**src/rtl/core/tmfl_pkg.sv**
```systemverilog
// tmfl_pkg: item types, operation codes, controller states and the
// command/status groups shared by the controller and the datapath.
// no dependencies.
`timescale 1ns / 1ps
`default_nettype none

package tmfl_pkg;

	localparam logic [16:0] ONE_Q16 = 17'd65536;

	// byte address of the rate register
	localparam logic [1:0] ADDR_RATE = 2'd0;

	localparam logic [1:0] OP_WRITE_REWARD = 2'd0;
	localparam logic [1:0] OP_REBUILD      = 2'd1;
	localparam logic [1:0] OP_LEARN        = 2'd2;
	localparam logic [1:0] OP_READ_Q       = 2'd3;

	typedef struct packed {
		logic        [1:0]  operation;
		logic        [5:0]  node;
		logic        [1:0]  action;
		logic        [8:0]  child;
		logic        [7:0]  reward_slot;
		logic signed [15:0] reward_value;
	} in_t;

	typedef struct packed {
		logic        [16:0] prediction_error;
		logic signed [31:0] q_value;
	} out_t;

	typedef enum logic [4:0] {
		ST_CLEAR,
		ST_IDLE,
		ST_DISPATCH,
		ST_RW,
		ST_QRD,
		ST_QRD_CAP,
		ST_ERR_RD,
		ST_ERR_CAP,
		ST_PJ_RD,
		ST_PJ_MUL,
		ST_PJ_WR,
		ST_CQ_START,
		ST_VAL_RD,
		ST_VAL_CAP,
		ST_MUL,
		ST_ACC,
		ST_Q_WR,
		ST_DONE
	} ctl_state_t;

	typedef struct packed {
		logic clr_step;
		logic load;
		logic rw_write;
		logic q_rd_item;
		logic q_cap;
		logic prob_rd_js;
		logic err_cap;
		logic prob_rd_j;
		logic pj_mul;
		logic pj_wr;
		logic cq_init;
		logic val_rd;
		logic val_cap;
		logic mul;
		logic acc;
		logic q_wr;
		logic step_up;
		logic step_rebuild;
		logic out_load;
	} cmd_t;

	typedef struct packed {
		logic       clr_last;
		logic [1:0] op;
		logic       item_ok;
		logic       j_last;
		logic       k_last;
		logic       child_internal;
		logic       a_last;
		logic       p_zero;
		logic       out_busy;
	} sts_t;

endpackage

`default_nettype wire

```
**src/rtl/core/tree_mdp_forward_learner_unit.sv**
```systemverilog
// tree_mdp_forward_learner_unit: top level with the register port
// depends on tmfl_pkg, tmfl_ctrl and tmfl_dpath
`timescale 1ns / 1ps
`default_nettype none

// forward learner for an implicit complete tree mdp. each item carries an
// operation: write a leaf reward, rebuild every q value from the highest
// internal node down to the root, learn an observed transition (moves that
// child's probability towards one, shrinks its siblings, then recomputes the
// q values up the path to the root), or read one q value. every item gives
// exactly one result item, held in its own output register so that the
// next item can be taken while it waits. items are handled one at a time by
// a sequencer over three single-port memories, with separate multipliers
// for the probability update and the q sums. after reset a clearing pass
// loads the reset values, with in_ready held low; register writes are taken
// throughout. the rate register sits at byte address 0.
module tree_mdp_forward_learner_unit #(
	parameter int ACTION_COUNT   = 2,
	parameter int BRANCH         = 2,
	parameter int INTERNAL_NODES = 5,
	parameter int REWARD_SLOTS   = 16
) (
	input  wire            clk,
	input  wire            arst_n,
	input  wire            in_valid,
	output logic           in_ready,
	input  tmfl_pkg::in_t  in_data,
	output logic           out_valid,
	input  wire            out_ready,
	output tmfl_pkg::out_t out_data,
	input  wire            psel,
	input  wire            penable,
	input  wire            pwrite,
	input  wire     [1:0]  paddr,
	input  wire     [31:0] pwdata,
	output logic    [31:0] prdata,
	output logic           pready
);
	import tmfl_pkg::*;

	logic [16:0] rate_q;
	cmd_t        cmd;
	sts_t        sts;

	// learning rate register, unsigned q1.16
	always_ff @(posedge clk or negedge arst_n) begin
		if (!arst_n) begin
			rate_q <= 17'd32768;
		end else if (psel && penable && pwrite && paddr == ADDR_RATE) begin
			rate_q <= pwdata[16:0];
		end
	end

	assign pready = 1'b1;
	assign prdata = {15'd0, rate_q};

	tmfl_ctrl u_ctrl (
		.clk      (clk),
		.arst_n   (arst_n),
		.in_valid (in_valid),
		.in_ready (in_ready),
		.sts      (sts),
		.cmd      (cmd)
	);

	tmfl_dpath #(
		.ACTION_COUNT   (ACTION_COUNT),
		.BRANCH         (BRANCH),
		.INTERNAL_NODES (INTERNAL_NODES),
		.REWARD_SLOTS   (REWARD_SLOTS)
	) u_dpath (
		.clk       (clk),
		.arst_n    (arst_n),
		.in_data   (in_data),
		.rate      (rate_q),
		.out_ready (out_ready),
		.out_valid (out_valid),
		.out_data  (out_data),
		.cmd       (cmd),
		.sts       (sts)
	);

endmodule

`default_nettype wire

```
**src/rtl/core/tmfl_ctrl.sv**
```systemverilog
// tmfl_ctrl: sequencing state machine for the forward learner
// depends on tmfl_pkg; drives the datapath by command, reads its status
`timescale 1ns / 1ps
`default_nettype none

module tmfl_ctrl (
	input  wire           clk,
	input  wire           arst_n,
	input  wire           in_valid,
	output logic          in_ready,
	input  tmfl_pkg::sts_t sts,
	output tmfl_pkg::cmd_t cmd
);
	import tmfl_pkg::*;

	ctl_state_t state_q, state_nxt;

	always_ff @(posedge clk or negedge arst_n) begin
		if (!arst_n) begin
			state_q <= ST_CLEAR;
		end else begin
			state_q <= state_nxt;
		end
	end

	always_comb begin
		state_nxt = state_q;
		case (state_q)
			ST_CLEAR: begin
				if (sts.clr_last) state_nxt = ST_IDLE;
			end
			ST_IDLE: begin
				if (in_valid) state_nxt = ST_DISPATCH;
			end
			ST_DISPATCH: begin
				case (sts.op)
					OP_WRITE_REWARD: state_nxt = ST_RW;
					OP_REBUILD:      state_nxt = ST_CQ_START;
					OP_LEARN:        state_nxt = sts.item_ok ? ST_ERR_RD : ST_DONE;
					OP_READ_Q:       state_nxt = sts.item_ok ? ST_QRD : ST_DONE;
					default:         state_nxt = ST_DONE;
				endcase
			end
			ST_RW:       state_nxt = ST_DONE;
			ST_QRD:      state_nxt = ST_QRD_CAP;
			ST_QRD_CAP:  state_nxt = ST_DONE;
			ST_ERR_RD:   state_nxt = ST_ERR_CAP;
			ST_ERR_CAP:  state_nxt = ST_PJ_RD;
			ST_PJ_RD:    state_nxt = ST_PJ_MUL;
			ST_PJ_MUL:   state_nxt = ST_PJ_WR;
			ST_PJ_WR: begin
				state_nxt = sts.j_last ? ST_CQ_START : ST_PJ_RD;
			end
			ST_CQ_START: state_nxt = ST_VAL_RD;
			ST_VAL_RD:   state_nxt = ST_VAL_CAP;
			ST_VAL_CAP: begin
				state_nxt = (sts.child_internal && !sts.k_last) ? ST_VAL_RD : ST_MUL;
			end
			ST_MUL:      state_nxt = ST_ACC;
			ST_ACC: begin
				state_nxt = sts.j_last ? ST_Q_WR : ST_VAL_RD;
			end
			ST_Q_WR: begin
				if (sts.op == OP_REBUILD) begin
					state_nxt = (sts.a_last && sts.p_zero) ? ST_DONE : ST_CQ_START;
				end else begin
					state_nxt = sts.p_zero ? ST_DONE : ST_CQ_START;
				end
			end
			ST_DONE: begin
				if (!sts.out_busy) state_nxt = ST_IDLE;
			end
			default: state_nxt = ST_CLEAR;
		endcase
	end

	always_comb begin
		cmd      = '0;
		in_ready = 1'b0;
		case (state_q)
			ST_CLEAR:    cmd.clr_step = 1'b1;
			ST_IDLE: begin
				in_ready = 1'b1;
				cmd.load = in_valid;
			end
			ST_DISPATCH: ;
			ST_RW:       cmd.rw_write = 1'b1;
			ST_QRD:      cmd.q_rd_item = 1'b1;
			ST_QRD_CAP:  cmd.q_cap = 1'b1;
			ST_ERR_RD:   cmd.prob_rd_js = 1'b1;
			ST_ERR_CAP:  cmd.err_cap = 1'b1;
			ST_PJ_RD:    cmd.prob_rd_j = 1'b1;
			ST_PJ_MUL:   cmd.pj_mul = 1'b1;
			ST_PJ_WR:    cmd.pj_wr = 1'b1;
			ST_CQ_START: cmd.cq_init = 1'b1;
			ST_VAL_RD:   cmd.val_rd = 1'b1;
			ST_VAL_CAP:  cmd.val_cap = 1'b1;
			ST_MUL:      cmd.mul = 1'b1;
			ST_ACC:      cmd.acc = 1'b1;
			ST_Q_WR: begin
				cmd.q_wr = 1'b1;
				if (sts.op == OP_REBUILD) begin
					cmd.step_rebuild = !(sts.a_last && sts.p_zero);
				end else begin
					cmd.step_up = !sts.p_zero;
				end
			end
			ST_DONE:     cmd.out_load = !sts.out_busy;
			default: ;
		endcase
	end

endmodule

`default_nettype wire

```
**src/rtl/core/tmfl_dpath.sv**
```systemverilog
// tmfl_dpath: probability, q and reward memories, index registers,
// multiply-accumulate and the output register; depends on tmfl_pkg
`timescale 1ns / 1ps
`default_nettype none

module tmfl_dpath #(
	parameter int ACTION_COUNT   = 2,
	parameter int BRANCH         = 2,
	parameter int INTERNAL_NODES = 5,
	parameter int REWARD_SLOTS   = 16
) (
	input  wire            clk,
	input  wire            arst_n,
	input  tmfl_pkg::in_t  in_data,
	input  wire     [16:0] rate,
	input  wire            out_ready,
	output logic           out_valid,
	output tmfl_pkg::out_t out_data,
	input  tmfl_pkg::cmd_t cmd,
	output tmfl_pkg::sts_t sts
);
	import tmfl_pkg::*;

	localparam int NAB    = ACTION_COUNT * BRANCH;
	localparam int PROB_D = INTERNAL_NODES * NAB;
	localparam int Q_D    = INTERNAL_NODES * ACTION_COUNT;
	localparam int D_MAX  = (PROB_D > REWARD_SLOTS) ? PROB_D : REWARD_SLOTS;
	localparam int PA_W   = $clog2(PROB_D);
	localparam int QA_W   = $clog2(Q_D);
	localparam int RA_W   = (REWARD_SLOTS > 1) ? $clog2(REWARD_SLOTS) : 1;
	localparam int P_W    = (INTERNAL_NODES > 1) ? $clog2(INTERNAL_NODES) : 1;
	localparam int A_W    = $clog2(ACTION_COUNT);
	localparam int J_W    = $clog2(BRANCH);
	localparam int C_W    = $clog2(PROB_D + 1);
	localparam int CL_W   = $clog2(D_MAX);
	localparam logic [16:0] PROB_RST = 17'(65536 / BRANCH);
	localparam logic [16:0] RCP_BR   = 17'(65536 / BRANCH);
	localparam logic [16:0] RCP_NAB  = 17'(65536 / NAB);

	// memories
	logic        [16:0] prob_mem [PROB_D];
	logic signed [31:0] q_mem    [Q_D];
	logic signed [15:0] rw_mem   [REWARD_SLOTS];
	logic        [16:0] prob_rd_q;
	logic signed [31:0] q_rd_q;
	logic signed [15:0] rw_rd_q;

	// control registers
	logic [CL_W-1:0] clr_q;
	logic [P_W-1:0]  p_q;
	logic [A_W-1:0]  a_q;
	logic [J_W-1:0]  j_q;
	logic [A_W-1:0]  k_q;
	logic [J_W-1:0]  js_q;
	logic            out_valid_q;

	// payload registers
	in_t                item_q;
	logic        [16:0] err_q;
	logic        [16:0] pv_q;
	logic        [33:0] pprod_q;
	logic signed [31:0] val_q;
	logic signed [49:0] mprod_q;
	logic signed [35:0] sum_q;
	logic        [16:0] res_err_q;
	logic signed [31:0] res_q_q;
	logic        [16:0] out_err_q;
	logic signed [31:0] out_qv_q;

	// learned slot: (child + BRANCH - 1) mod BRANCH by reciprocal
	logic [9:0]  js_x;
	logic [26:0] js_m;
	logic [9:0]  js_r;
	logic [9:0]  js_r2;
	always_comb begin
		js_x  = 10'(in_data.child) + 10'(BRANCH - 1);
		js_m  = 27'(js_x) * 27'(RCP_BR);
		js_r  = js_x - 10'(int'(js_m[26:16]) * BRANCH);
		js_r2 = (int'(js_r) >= BRANCH) ? 10'(int'(js_r) - BRANCH) : js_r;
	end

	// parent of p: p-1 split by NAB, remainder split by BRANCH
	logic [5:0]  up_x;
	logic [22:0] up_m;
	logic [5:0]  up_q;
	logic [5:0]  up_r;
	logic [5:0]  up_qc;
	logic [5:0]  up_rc;
	logic [22:0] ua_m;
	logic [5:0]  ua_q;
	logic [5:0]  ua_r;
	logic [5:0]  ua_qc;
	always_comb begin
		up_x  = 6'(p_q) - 6'd1;
		up_m  = 23'(up_x) * 23'(RCP_NAB);
		up_q  = up_m[21:16];
		up_r  = 6'(int'(up_x) - int'(up_q) * NAB);
		up_qc = (int'(up_r) >= NAB) ? up_q + 6'd1 : up_q;
		up_rc = (int'(up_r) >= NAB) ? 6'(int'(up_r) - NAB) : up_r;
		ua_m  = 23'(up_rc) * 23'(RCP_BR);
		ua_q  = ua_m[21:16];
		ua_r  = 6'(int'(up_rc) - int'(ua_q) * BRANCH);
		ua_qc = (int'(ua_r) >= BRANCH) ? ua_q + 6'd1 : ua_q;
	end

	// child of (p, a, j)
	logic [C_W-1:0] c_idx;
	logic           c_internal;
	logic           leaf_ok;
	int             leaf_slot;
	always_comb begin
		c_idx      = C_W'(int'(p_q) * NAB + int'(a_q) * BRANCH + int'(j_q) + 1);
		c_internal = int'(c_idx) < INTERNAL_NODES;
		leaf_slot  = int'(c_idx) - INTERNAL_NODES;
		leaf_ok    = !c_internal && (leaf_slot < REWARD_SLOTS);
	end

	logic [16:0] rate_eff;
	assign rate_eff = (rate > ONE_Q16) ? ONE_Q16 : rate;

	// memory ports
	logic              prob_we, prob_re;
	logic [PA_W-1:0]   prob_wa, prob_ra;
	logic [16:0]       prob_wd;
	logic              q_we, q_re;
	logic [QA_W-1:0]   q_wa, q_ra;
	logic signed [31:0] q_wd;
	logic              rw_we, rw_re;
	logic [RA_W-1:0]   rw_wa, rw_ra;
	logic signed [15:0] rw_wd;
	logic [PA_W-1:0]   prob_base;
	logic signed [31:0] sum_sat;

	always_comb begin
		prob_base = PA_W'((int'(p_q) * ACTION_COUNT + int'(a_q)) * BRANCH);
		if (sum_q > 36'sd2147483647)       sum_sat = 32'sh7fffffff;
		else if (sum_q < -36'sd2147483648) sum_sat = 32'sh80000000;
		else                               sum_sat = sum_q[31:0];

		prob_we = 1'b0;
		prob_wa = prob_base + PA_W'(j_q);
		prob_wd = '0;
		if (cmd.clr_step) begin
			prob_we = int'(clr_q) < PROB_D;
			prob_wa = PA_W'(clr_q);
			prob_wd = PROB_RST;
		end else if (cmd.pj_wr) begin
			prob_we = 1'b1;
			prob_wd = (j_q == js_q) ? 17'({1'b0, pv_q} + pprod_q[33:16]) : pprod_q[32:16];
		end
		prob_re = cmd.prob_rd_js || cmd.prob_rd_j || cmd.val_rd;
		prob_ra = prob_base + PA_W'(cmd.prob_rd_js ? js_q : j_q);

		q_we = 1'b0;
		q_wa = QA_W'(int'(p_q) * ACTION_COUNT + int'(a_q));
		q_wd = sum_sat;
		if (cmd.clr_step) begin
			q_we = int'(clr_q) < Q_D;
			q_wa = QA_W'(clr_q);
			q_wd = '0;
		end else if (cmd.q_wr) begin
			q_we = 1'b1;
		end
		q_re = cmd.q_rd_item || (cmd.val_rd && c_internal);
		if (cmd.q_rd_item) begin
			q_ra = QA_W'(int'(item_q.node) * ACTION_COUNT + int'(item_q.action));
		end else begin
			q_ra = QA_W'(int'(c_idx) * ACTION_COUNT + int'(k_q));
		end

		rw_we = 1'b0;
		rw_wa = RA_W'(item_q.reward_slot);
		rw_wd = item_q.reward_value;
		if (cmd.clr_step) begin
			rw_we = int'(clr_q) < REWARD_SLOTS;
			rw_wa = RA_W'(clr_q);
			rw_wd = '0;
		end else if (cmd.rw_write) begin
			rw_we = int'(item_q.reward_slot) < REWARD_SLOTS;
		end
		rw_re = cmd.val_rd && leaf_ok;
		rw_ra = RA_W'(leaf_slot);
	end

	always_ff @(posedge clk) begin
		if (prob_we) prob_mem[prob_wa] <= prob_wd;
		if (prob_re) prob_rd_q <= prob_mem[prob_ra];
	end

	always_ff @(posedge clk) begin
		if (q_we) q_mem[q_wa] <= q_wd;
		if (q_re) q_rd_q <= q_mem[q_ra];
	end

	always_ff @(posedge clk) begin
		if (rw_we) rw_mem[rw_wa] <= rw_wd;
		if (rw_re) rw_rd_q <= rw_mem[rw_ra];
	end

	// index counters and handshake
	always_ff @(posedge clk or negedge arst_n) begin
		if (!arst_n) begin
			clr_q       <= '0;
			p_q         <= '0;
			a_q         <= '0;
			j_q         <= '0;
			k_q         <= '0;
			js_q        <= '0;
			out_valid_q <= 1'b0;
		end else begin
			if (cmd.clr_step) clr_q <= clr_q + CL_W'(1);
			if (cmd.load) begin
				js_q <= js_r2[J_W-1:0];
				if (in_data.operation == OP_REBUILD) begin
					p_q <= P_W'(INTERNAL_NODES - 1);
					a_q <= '0;
				end else begin
					p_q <= in_data.node[P_W-1:0];
					a_q <= in_data.action[A_W-1:0];
				end
			end
			if (cmd.err_cap || cmd.cq_init) j_q <= '0;
			if (cmd.pj_wr || cmd.acc) j_q <= j_q + J_W'(1);
			if (cmd.cq_init) k_q <= '0;
			if (cmd.val_cap) begin
				k_q <= (c_internal && int'(k_q) != ACTION_COUNT - 1) ? k_q + A_W'(1) : '0;
			end
			if (cmd.step_rebuild) begin
				if (int'(a_q) == ACTION_COUNT - 1) begin
					a_q <= '0;
					p_q <= p_q - P_W'(1);
				end else begin
					a_q <= a_q + A_W'(1);
				end
			end
			if (cmd.step_up) begin
				p_q <= P_W'(up_qc);
				a_q <= A_W'(ua_qc);
			end
			if (cmd.out_load)  out_valid_q <= 1'b1;
			else if (out_ready) out_valid_q <= 1'b0;
		end
	end

	// arithmetic
	always_ff @(posedge clk) begin
		if (cmd.load) begin
			item_q    <= in_data;
			res_err_q <= '0;
			res_q_q   <= '0;
		end
		if (cmd.q_cap) res_q_q <= q_rd_q;
		if (cmd.err_cap) begin
			err_q     <= ONE_Q16 - prob_rd_q;
			res_err_q <= ONE_Q16 - prob_rd_q;
		end
		if (cmd.pj_mul) begin
			pv_q <= prob_rd_q;
			if (j_q == js_q) pprod_q <= 34'(err_q) * 34'(rate_eff);
			else             pprod_q <= 34'(prob_rd_q) * 34'(ONE_Q16 - rate_eff);
		end
		if (cmd.cq_init) sum_q <= '0;
		if (cmd.val_cap) begin
			if (c_internal) begin
				if (k_q == '0 || q_rd_q > val_q) val_q <= q_rd_q;
			end else if (leaf_ok) begin
				val_q <= {rw_rd_q, 16'd0};
			end else begin
				val_q <= '0;
			end
		end
		if (cmd.mul) mprod_q <= $signed({1'b0, prob_rd_q}) * val_q;
		if (cmd.acc) sum_q <= sum_q + 36'(mprod_q >>> 16);
		// result register, held while the item waits at the output
		if (cmd.out_load) begin
			out_err_q <= res_err_q;
			out_qv_q  <= res_q_q;
		end
	end

	always_comb begin
		sts                = '0;
		sts.clr_last       = int'(clr_q) == D_MAX - 1;
		sts.op             = item_q.operation;
		sts.item_ok        = (int'(item_q.node) < INTERNAL_NODES)
		                  && (int'(item_q.action) < ACTION_COUNT);
		sts.j_last         = int'(j_q) == BRANCH - 1;
		sts.k_last         = int'(k_q) == ACTION_COUNT - 1;
		sts.child_internal = c_internal;
		sts.a_last         = int'(a_q) == ACTION_COUNT - 1;
		sts.p_zero         = p_q == '0;
		sts.out_busy       = out_valid_q && !out_ready;
	end

	assign out_valid                 = out_valid_q;
	assign out_data.prediction_error = out_err_q;
	assign out_data.q_value          = out_qv_q;

endmodule

`default_nettype wire

```
**config.mk**
```make
export PLATFORM = sky130hd
export DESIGN_NAME = tree_mdp_forward_learner_unit
export DESIGN_NICKNAME = d
export VERILOG_FILES = /design/src/rtl/core/tmfl_pkg.sv /design/src/rtl/core/tree_mdp_forward_learner_unit.sv /design/src/rtl/core/tmfl_ctrl.sv /design/src/rtl/core/tmfl_dpath.sv
export SDC_FILE = /design/constraint.sdc
export NUM_CORES = 2
export LEC_CHECK = 0
export BUFFER_PORTS_ARGS = -buffer_cell sky130_fd_sc_hd__buf_2
export CAP_MARGIN = 40
export CORE_MARGIN = 3
export CORE_UTILIZATION = 58
export CTS_CLUSTER_DIAMETER = 120
export DETAILED_ROUTE_END_ITERATION = 16
export PLACE_DENSITY = 0.77
export SLEW_MARGIN = 20
export SYNTH_ARGS = -nofsm -noshare
export SYNTH_HDL_FRONTEND = slang
export SYNTH_SLANG_ARGS = --single-unit
```
**constraint.sdc**
```tcl
create_clock -name clk -period 8.72 [get_ports clk]
set_clock_uncertainty 0.1 [all_clocks]
set_input_delay 0.436 -clock clk [delete_from_list [all_inputs] [get_ports clk]]
set_output_delay 0.436 -clock clk [all_outputs]
set_load 0.02 [all_outputs]
```
==> summary.md <==
| Metric | Value |
|---|---|
| Status | finished, final reports clean |
| Cell mode on critical path | inv_1 |
| Initial core utilization | 0.585 |
| Global-route wire length before repair | 353000 um |
| Slew Viols, Final | 0 |
| GP Congestion | 0.894 |
| Fillcell total | 11071 |
| DRT iter0 DRCs | 5751 |
| Synthesized-area fraction occupied by and/or/nand/nor cells | 0.112 |
| CP max stage cell | fa_1 |
| Slew @ Worst Pin | 889 ps |
| Metal-1 WL | 85100 um |
| Flops & latches, synth | 1301 |
| Port bufs | 128 |
| Main flop type after synthesis | edfxtp_1 |
| Post-synth top area share | 0.420 |
| Die height | 401 um |
| Post-route antenna net violation count | 0 |
| Met2 Routed Length | 110000 um |
| Die ar. | 161000 sq um |
| Post-synth EDFFs | 1266 |
| Critical Path Source | rate_q[9] |
| Min Tclk post-route | 8400 ps |
| Clk sinks | 1301 |
| Hold slack | 111 ps |
| Share of cells above drive strength 1 | 0.107 |
| Die W | 401 um |
| Xor and xnor area share after synthesis | 0.0169 |
| I/O Pins | 168 |
| Cell Area, Synth | 90500 sq um |
| Antenna violations before repair | 5 |
| Vias in the first global route | 61905 |
| Final setup vio count | 0 |
| Total iterations of the first detailed-routing run | 7 |
| WL per Instance | 22.7 um |
| Clock Latency Late Sink | 790 ps |
| Register Area | 38900 sq um |
| Seq/Total Area, Yosys | 0.430 |
| Largest net degree at the start of global routing | 86 |
| Max clock buf depth | 3 |
| Critical setup path kind | flop to flop |
| Synth Area in Compound Gates | 0.0445 |
| GRT Total Usage | 0.285 |
| Tcrit/Tclk final | 0.964 |
| Hold_sp | in_valid |
| NumNets Final | 9278 |
| DR WL met3 | 21100 um |
| YS warnings | 0 |
| H-tree depth | 4 |
| Worst EP arrival | 8860 ps |
| Row cnt | 144 |
| Hold crit path type | input pin to flop |
| Most common cell after layout, fill and taps aside | edfxtp_1 |
| Final hold violation count | 0 |
| Setup crit end kind | flop |
| CP max FO | 6 |
| Synth Area per Inst | 12.0 sq um |
| CTS Root Cell | clkbuf_16 |
| Vias post-DR | 58624 |
| Final WL | 226000 um |
| Adder-Cell Fraction of Synth Area | 0.281 |
| Worst Path Required | 9180 ps |
| Largest family of logic cells by synthesized area | adder cells |
| CTS tree | yes |
| Fmax | 119 MHz |
| Multi-input logic area | 45800 sq um |
| Layout Area Growth over Synthesis | 10.5% |
| Num CTS Buffers | 136 |
| Gate Count Post-Synth | 7571 |
| Relative slew slack | 0.403 |
| Commonest cells after routing, fill and taps aside | 1266 x edfxtp_1, 1256 x inv_1, 1209 x nand2_1 |
| Reg-to-Reg Start | rate_q[9] |
| Grt total ovfl | 0 |
| Clock slew seen by the registers of the worst setup and hold paths | 60 ps |
| Crit path largest cell delay | 540 ps |
| Post-DP HPWL | 153000 um |
| Core ar. | 155000 sq um |
| Max-cap violations | 0 |
| Post-synth cell types | 78 |
| Area contributors post-synth | edfxtp_1 42%, fa_1 23%, inv_1 5.2%, ha_1 5.2%, nand2_1 5.0% |
| Via density | 5.90 |
| Mux share of post-synthesis cell area | 0.0454 |
| Top layer in use | met5 |
| DRC viols | 0 |
| FFs w/ async S/R, synth | 0.0269 |
| Area leader, netlist | edfxtp_1 |
| Nature of the critical path startpoint | flop |
-- path summary, 6_finish.rpt --
kind,endpoint,cells after the start,slack (ps)
min in group asynchronous,rate_q[9],3,200
worst min-delay path,u_ctrl.state_q[0],3,110
worst max-delay path,u_dpath.pprod_q[30],35,320
worst min register to register,u_dpath.out_err_q[14],0,320
max in group asynchronous,u_dpath.a_q,3,7710
worst max register to register,u_dpath.pprod_q[30],35,320
-- registers in the layout, indices dropped and copies added (netlist names), 34 cells and up --
| signal | cells |
|---|---|
| u_dpath.mprod_q | 34 |
| u_dpath.sum_q | 36 |
| u_dpath.prob_mem | 340 |
| u_dpath.q_mem | 320 |
| u_dpath.rw_mem | 256 |
-- kinds of logic (layout without fill, tap and decap cells) --
kind of cell / Yosys count / in the layout
adder cells (fa/ha/maj): 1412 / 1412
buffers and inverters: 1671 / 1935
AO/OA/AOI/OAI: 606 / 606
other: 2 / 58
XOR/XNOR: 175 / 175
AND/OR/NAND/NOR: 2204 / 2204
flip-flops: 1301 / 1301
multiplexers: 200 / 200
-- area by class of cell --
cell class / instances / share of cell area
tap: 2044 / 0.0256
timing repair buffer: 441 / 0.0361
inverter: 1257 / 0.0472
clock inverter: 81 / 0.00940
clock buffer: 156 / 0.0348
antenna: 6 / 0.000150
sequential: 1301 / 0.389
multi-input combinational: 4649 / 0.458
-- worst max-delay path, delay by kind of cell (launching register included) --
| family | cells | cell delay (ps) |
|---|---|---|
| buffers and inverters | 10 | 870 |
| DFF | 1 | 420 |
| and+or+nand+nor | 10 | 1830 |
| xor gates and xnor gates | 1 | 150 |
| muxes | 1 | 250 |
| AOI/OAI and AO/OA | 5 | 950 |
| adders and majority gates | 8 | 3610 |
-- synth_stat cells, drive strengths merged, types with 67 or more instances --
master	n
nor2	196
edfxtp	1266
and2	390
mux4	166
fa	1032
a21oi	159
xnor2	117
clkbuf	347
buf	67
ha	376
inv	1257
and3	130
nand2	1209
o21ai	107
nand3	98
-- metrics by stage --
stage          cell area, sq um  cells  TNS, ps  worst slack [ps]   util
2_1_floorplan             90700   7621        0              36.3      -
3_3_place_gp              94300   9604        0              73.6  0.610
3_5_place_dp              94800   9627     -233             -96.7  0.613
4_1_cts                   99700   9919        0              65.3  0.645
5_1_grt                  100000   9929    -11.9             -6.17  0.647
6_report                 100000   9935        0               316  0.647
-- what timing repair did --
item                                    4_1_cts  5_1_grt
resized for setup                             0       29
hold buffers                                 54        0
endpoints found under the setup margin        7       13
endpoints found under the hold margin        88        0
buffers inserted                              1        3
pin swaps                                     1       13
-- layer usage --
| metal | track usage | vias to the layer above |
|---|---|---|
| met1 | 0.381 | 29904 |
| met2 | 0.470 | 3072 |
| met5 | 0 | - |
| met4 | 0.113 | 2 |
| met3 | 0.0505 | 510 |
| li1 | - | 25136 |
Power is not shown: default switching activity piles up to over one toggle a cycle in this logic, so the estimate is an artifact.
